--- src/rtl/core/lpgq_pkg.sv ---
// Shared constants, codes and types for the projection grid quantizer.
// Used by every module of the core; depends on nothing.
`timescale 1ns / 1ps

package lpgq_pkg;

   // Default sizes, handed down from the top level
   localparam int NUM_PROJ_DEF  = 8;
   localparam int NUM_GRIDS_DEF = 2;
   localparam int MAX_DIMS_DEF  = 64;

   // Result slots on the output channel
   localparam int CELL_SLOTS = 8;

   // Field and datapath widths
   localparam int COEFF_W    = 17;   // unsigned Q1.16
   localparam int CENTER_W   = 32;   // signed Q16.16
   localparam int COORD_W    = 32;   // signed Q16.16
   localparam int ICW_W      = 32;   // unsigned Q16.16
   localparam int FRAC_W     = 16;
   localparam int PROD_W     = 49;   // coord * coeff, exact Q.32
   localparam int ACC_W      = 56;   // wrapping accumulator, Q.32
   localparam int DIFF_W     = 57;   // accumulator minus shifted center
   localparam int MAG_W      = 56;   // magnitude of the difference
   localparam int SPLIT_W    = 32;   // low half of the magnitude
   localparam int HI_W       = MAG_W - SPLIT_W + ICW_W;   // 56
   localparam int LO_W       = SPLIT_W + ICW_W;           // 64
   localparam int SUM_W      = HI_W + 1;
   localparam int QFULL_W    = SUM_W - FRAC_W;
   localparam int Q_W        = 17;   // clamped quotient
   localparam int CELL_W     = 16;
   localparam int CELL_EXT_W = Q_W + 1;
   localparam int GRID_IDX_W = 2;    // covers up to four grids

   // Constants of the quantizer
   localparam logic [ICW_W-1:0]             ICW_RESET = 32'h0001_0000;
   localparam logic [Q_W-1:0]               Q_CLAMP   = 17'd70000;
   localparam logic signed [CELL_EXT_W-1:0] CELL_ONE  = 18'sd1;
   localparam logic signed [CELL_EXT_W-1:0] CELL_HI   = 18'sd32767;
   localparam logic signed [CELL_EXT_W-1:0] CELL_LO   = -18'sd32768;
   localparam logic [CELL_W-1:0]            CELL_SAT_HI = 16'h7fff;
   localparam logic [CELL_W-1:0]            CELL_SAT_LO = 16'h8000;

   // Request kinds on the input channel
   localparam logic [1:0] REQ_LOAD_COEFF  = 2'd0;
   localparam logic [1:0] REQ_LOAD_CENTER = 2'd1;
   localparam logic [1:0] REQ_COORD       = 2'd2;

   // Sequencer states
   typedef enum logic [1:0] {
      ST_IDLE,
      ST_DRAIN,
      ST_EMIT,
      ST_FLUSH
   } ctrl_state_type;

   // One grid pass handed from the sequencer to the cell pipeline
   typedef struct packed {
      logic                  valid;
      logic [GRID_IDX_W-1:0] grid;
      logic                  last;
   } issue_type;

   // Cell pipeline status back to the sequencer and the MAC
   typedef struct packed {
      logic adv;
      logic acc_release;
      logic last_loaded;
   } emit_status_type;

   // Tag that travels with a result through the cell pipeline
   typedef struct packed {
      logic grid;
      logic last;
   } rsp_tag_type;

endpackage

--- src/rtl/core/lpgq_ctrl.sv ---
// Sequencer: input throttling, drain wait and grid pass issue.
// Depends on lpgq_pkg.
`timescale 1ns / 1ps

module lpgq_ctrl #(
   parameter int NUM_GRIDS = lpgq_pkg::NUM_GRIDS_DEF
) (
   input  logic                      clock,
   input  logic                      reset,
   input  logic                      coord_last_take,
   input  logic                      mac_busy,
   input  lpgq_pkg::emit_status_type status,
   output logic                      req_stall,
   output lpgq_pkg::issue_type       issue
);
   import lpgq_pkg::*;

   localparam int GRID_W = (NUM_GRIDS > 1) ? $clog2(NUM_GRIDS) : 1;

   ctrl_state_type    state_ff, state_in;
   logic [GRID_W-1:0] grid_ff, grid_in;
   logic              grid_last;

   assign grid_last = (grid_ff == GRID_W'(NUM_GRIDS - 1));

   // Next state
   always_comb begin
      state_in = state_ff;
      case (state_ff)
         ST_IDLE: begin
            if (coord_last_take) begin
               state_in = ST_DRAIN;
            end
         end
         ST_DRAIN: begin
            if (!mac_busy) begin
               state_in = ST_EMIT;
            end
         end
         ST_EMIT: begin
            if (status.adv && grid_last) begin
               state_in = ST_FLUSH;
            end
         end
         ST_FLUSH: begin
            if (status.last_loaded) begin
               state_in = ST_IDLE;
            end
         end
         default: begin
            state_in = ST_IDLE;
         end
      endcase
   end

   // Grid counter steps with each accepted pass
   always_comb begin
      grid_in = grid_ff;
      if (state_ff == ST_EMIT && status.adv) begin
         grid_in = grid_last ? '0 : grid_ff + GRID_W'(1);
      end
   end

   always_ff @(posedge clock) begin
      if (reset) begin
         state_ff <= ST_IDLE;
         grid_ff  <= '0;
      end else begin
         state_ff <= state_in;
         grid_ff  <= grid_in;
      end
   end

   // Outputs
   always_comb begin
      req_stall   = (state_ff != ST_IDLE);
      issue.valid = (state_ff == ST_EMIT);
      issue.grid  = GRID_IDX_W'(grid_ff);
      issue.last  = grid_last;
   end

`ifndef SYNTHESIS
   // Grid passes start only on final accumulator values
   a_emit_drained: assert property (@(posedge clock) disable iff (reset)
      state_ff == ST_EMIT |-> !mac_busy)
      else $error("grid pass issued while MAC busy");

   // Counter rests at zero outside of issue
   a_grid_rest: assert property (@(posedge clock) disable iff (reset)
      state_ff != ST_EMIT |-> grid_ff == '0)
      else $error("grid counter not at rest");

   // The closing result only appears once all passes are issued
   a_last_flush: assert property (@(posedge clock) disable iff (reset)
      status.last_loaded |-> state_ff == ST_FLUSH)
      else $error("last result outside flush");
`endif

endmodule

--- config.mk ---
export PLATFORM = sky130hd
export DESIGN_NAME = lpgq_ctrl
export DESIGN_NICKNAME = d
export VERILOG_FILES = /design/src/rtl/core/lpgq_pkg.sv /design/src/rtl/core/lpgq_ctrl.sv
export SDC_FILE = /design/constraint.sdc
export NUM_CORES = 1
export LEC_CHECK = 0
export ABC_AREA = 1
export ABC_CLOCK_PERIOD_IN_PS = 2630
export BUFFER_PORTS_ARGS = -buffer_cell sky130_fd_sc_hd__buf_2
export CAP_MARGIN = 20
export CORE_AREA = 2 2 39 41
export DETAILED_ROUTE_END_ITERATION = 6
export DIE_AREA = 0 0 41 43
export SETUP_SLACK_MARGIN = 0.4
export SYNTH_ARGS = -nofsm -noshare
export SYNTH_HDL_FRONTEND = slang
export SYNTH_SLANG_ARGS = --single-unit
--- constraint.sdc ---
create_clock -name clock -period 2.63 [get_ports clock]
set_input_delay 0.263 -clock clock [delete_from_list [all_inputs] [get_ports clock]]
set_output_delay 0.263 -clock clock [all_outputs]
set_load 0.01 [all_outputs]
======== Word level (Yosys, flattened, before mapping) ========
Cells that the tools add are included.
cells by class
  muxes and demuxes ....................... 6
  reductions and logical operators ........ 5
  add/sub/neg operators ................... 1
  eq/ne operators ......................... 7
operator list
  kind                   count
  $mux W2                4
  $pmux W2 S4            1
  $ne A2 B2 Y1 const B   3
  $eq A2 B2 Y1 const B   2
  $reduce_and A4 Y1      1
  $eq A2 B1 Y1 const B   1
  $logic_and A1 B1 Y1    2
  $logic_not A2 Y1       1
  $ne A2 B1 Y1 const B   1
  $reduce_bool A2 Y1     1
  $add A1 B1 Y1 const B  1
  $mux W1                1
storage, ports and cells
  logic and storage cells ................. 21
  register bits ........................... 3
  bits of input ports ..................... 7

======== Longest topological paths before layout ========
  depth after elaboration ................. 3
  mapped depth ............................ 8

======== Least setup slack after synthesis ========
OpenSTA, ideal clock, no wires.
  kind .................................... register to register
  start ................................... register state_ff[0]
  end ..................................... register state_ff[1]
  setup time .............................. 0.113 ns
  period minus slack after synthesis ...... 1.143 ns
  data required time ...................... 2.517 ns
  arrival ................................. 1.030 ns
  slack ................................... 1.487 ns
  stages on the path, launching flop included .. 9
  path through ............................ dfxtp_1 inv_1 ha_1 nand2_1 nand2_2 nor2_4 nand2_1 nand2_1 nor2_1
RTL lines
  what                      RTL line         source
  start: declaration        lpgq_ctrl.sv:20  ctrl_state_type state_ff, state_in;
  start signal: assignment  lpgq_ctrl.sv:69  state_ff <= state_in;

======== Final worst setup path ========
  start ................................... register state_ff[0]
  end ..................................... output req_stall
between the ends
  cells in the longest elaborated chain, start to end .. 1
RTL lines
  what                RTL line         source
  $reduce_bool A2 Y1  lpgq_ctrl.sv:76  req_stall = (state_ff != ST_IDLE);
  end: declaration    lpgq_ctrl.sv:13  output logic req_stall,
No other way between the ends.

==> impl_metrics.toml <==
[drt]
wl_per_cell_um = 5.906
finalWirelength_um = 378
drc_errors = 0
vias_per_cell = 3.609
detail_route.iter0.violations = 0
vias = 231
drtPass1Iterations = 1
drtAntennaViolNets = 0

[global_routing]
globalRoute.totalOverflow = 0
grt_pass1_wl_um = 662
antenna_found_initial = 0
grt_max_degree = 5
grt_usage_pct = 5.611
grt_pass1_vias = 211

[logic_synthesis]
synth-simple-area-share_pct = 33.82
synth_top_area_cell = "dfxtp_1"
synth.net_count = 49
synth_top_area_share_pct = 23.19
yosys_register_bits = 3
synth-compound-area-share_pct = 0
synth-warning-count = 0
yosys.area_share.adder_pct = 19.32
synth_cells = 38
syn_area_per_cell_um2 = 6.816
synth-main-ff-cell = "dfxtp_1"
synth-seq-area-share_pct = 23.19
synth_common_cells = "nand2_1 (8), inv_1 (7), nor2_1 (6)"
synth_top_family_by_area = "simple AND/OR/NAND/NOR gates"
ys_types = 11
synthArstFlopShare_pct = 0
mappedNetlistArea_um2 = 259.0
synth.mux.area_fraction_pct = 0
synth_edf_count = 0
synth.most_common_cell = "nand2_1"
synthXorXnorAreaFrac_pct = 3.382
synth.area.top_cells = "dfxtp_1 (23%), ha_1 (19%), nand2_1 (12%)"

[placed_design]
io_buffers = 9
gp_congestion = 0.6113
place_area_um2 = 301.5
dpl_worst_slack_ns = 1.429
dp_hpwl_um = 346

[die]
die-area_mm2 = 0.001763
num_rows = 14
fp.coreArea_mm2 = 0.001384
ioPinCount = 12
start_util_pct = 18.72
fp.dieH_um = 43
fp.dieW_um = 41

[worst_setup_path]
cp-end-kind = "primary output"
crit_slowest_cell = "dfxtp_1"
cp_data_arrival_time_ns = 1.07
cp_max_fo = 4
required_ns = 2.37
crit_type = "reg2out"
crit_chain = "inv_1 > ha_1 > inv_1 > buf_2"
critPathLaunchType = "flop"
crit_path_frequent_cell = "inv_1"
crit_path_max_incr_delay_ns = 0.37

[timing]
whs_ns = 0.2105
period_needed_ns = 1.330
fin_setup_tns_ns = 0
max_clock_freq_mhz = 752.1
slew_viol_final = 0
fin_skew_ns = 0.003742
fin_crit_sh_pct = 50.56
rsz0062_at_grt = "false"
finalHoldViolCount = 0
setup_violations = 0
setup_ws_ns = 1.300

[clock_tree]
postCtsSetupRepairBufs = 0
clk_pin_slew_ns = 0.04
clock_latency_ns = 0.22
cts_buffers = 3
cts_tree = "yes"
clockBufferDepth = 2
cts_resized = 0
cts-hold-fix-buffers = 0
root_buffer = "clkbuf_4"
clkSinkCount = 3
htreeDepth = 1

[power]
power_uw = 304.5
p_leak_nw = 0.1946
cellPowerDensity_mw_per_mm2 = 929.0
ir_worst_vdd_mv = 0.2066

[final_layout]
drive_above_1_share_pct = 33.33
diodes = 0
layout.nets = 60
stdcell_area_um2 = 327.8
area_delta_synth_final_pct = 26.57

[run_status]
status = "finished clean"

[hold_path]
hold_path_class = "in2reg"

[run]
drv_cap = 0
[cell families (layout without fill, tap and decap cells)]
| family | Yosys count | in the layout |
|---|---|---|
| xor+xnor | 1 | 1 |
| fa+ha+maj | 4 | 4 |
| simple gates | 19 | 19 |
| other cells | 1 | 1 |
| buf+inv | 10 | 20 |
| flops | 3 | 3 |
[where the power goes]
group / internal, mW / switching, mW / total [mW]
logic: 0.0654 / 0.0871 / 0.152
registers: 0.0611 / 0.0147 / 0.0758
clock network: 0.0565 / 0.0197 / 0.0763
[worst max-delay path: cells and delay by family (launching register included)]
family,cells,cell delay [ns]
fa+ha+maj,1,0.23
buf+inv,3,0.24
flops,1,0.37
[routing by layer]
| metal | track usage (%) | vias to the layer above | share of wire, % |
|---|---|---|---|
| met4 | 2.000 | 0 | 0 |
| li1 | - | 125 | - |
| met3 | 4.712 | 0 | 5.3 |
| met5 | 0 | - | 0 |
| met1 | 4.153 | 101 | 40 |
| met2 | 9.688 | 5 | 54 |
[final timing paths]
check / start / to / slack (ns) / cells past startpoint
hold / removal: reset / grid_ff / 0.21 / 2
setup / recovery: state_ff[0] / req_stall / 1.30 / 4
setup reg to reg: state_ff[0] / state_ff[1] / 1.44 / 8
hold reg to reg: state_ff[1] / state_ff[1] / 0.52 / 2
[layout make-up]
type                    instances  area [um2]
multi-input cells              25       150.1
inverters                       7       26.28
fillers                       166        1056
repair buffers                  9       45.04
clock buffers                   4       26.28
flip-flops and latches          3       60.06
well taps                      16       20.02
[metrics by stage]
stage	instances	utilization (%)
final	64	23.69
after global routing	64	23.69
after global placement	60	21.79
after floorplan	38	-
after CTS	64	23.69
after detailed placement	60	21.79
[flip-flops by register name (all words and copies together) (netlist names)]
name      flops
state_ff      2
grid_ff       1
[placed cells by master, fill, tap and decap left out, drive strengths merged]
cell type  Yosys  layout
conb           1       1
dfxtp          3       3
clkbuf         0       4
xor2           1       1
nand2         11      11
nand3          1       1
inv            7       7
buf            3       9
nor2           7       7
ha             4       4
Power figures use the tool's default switching activity.
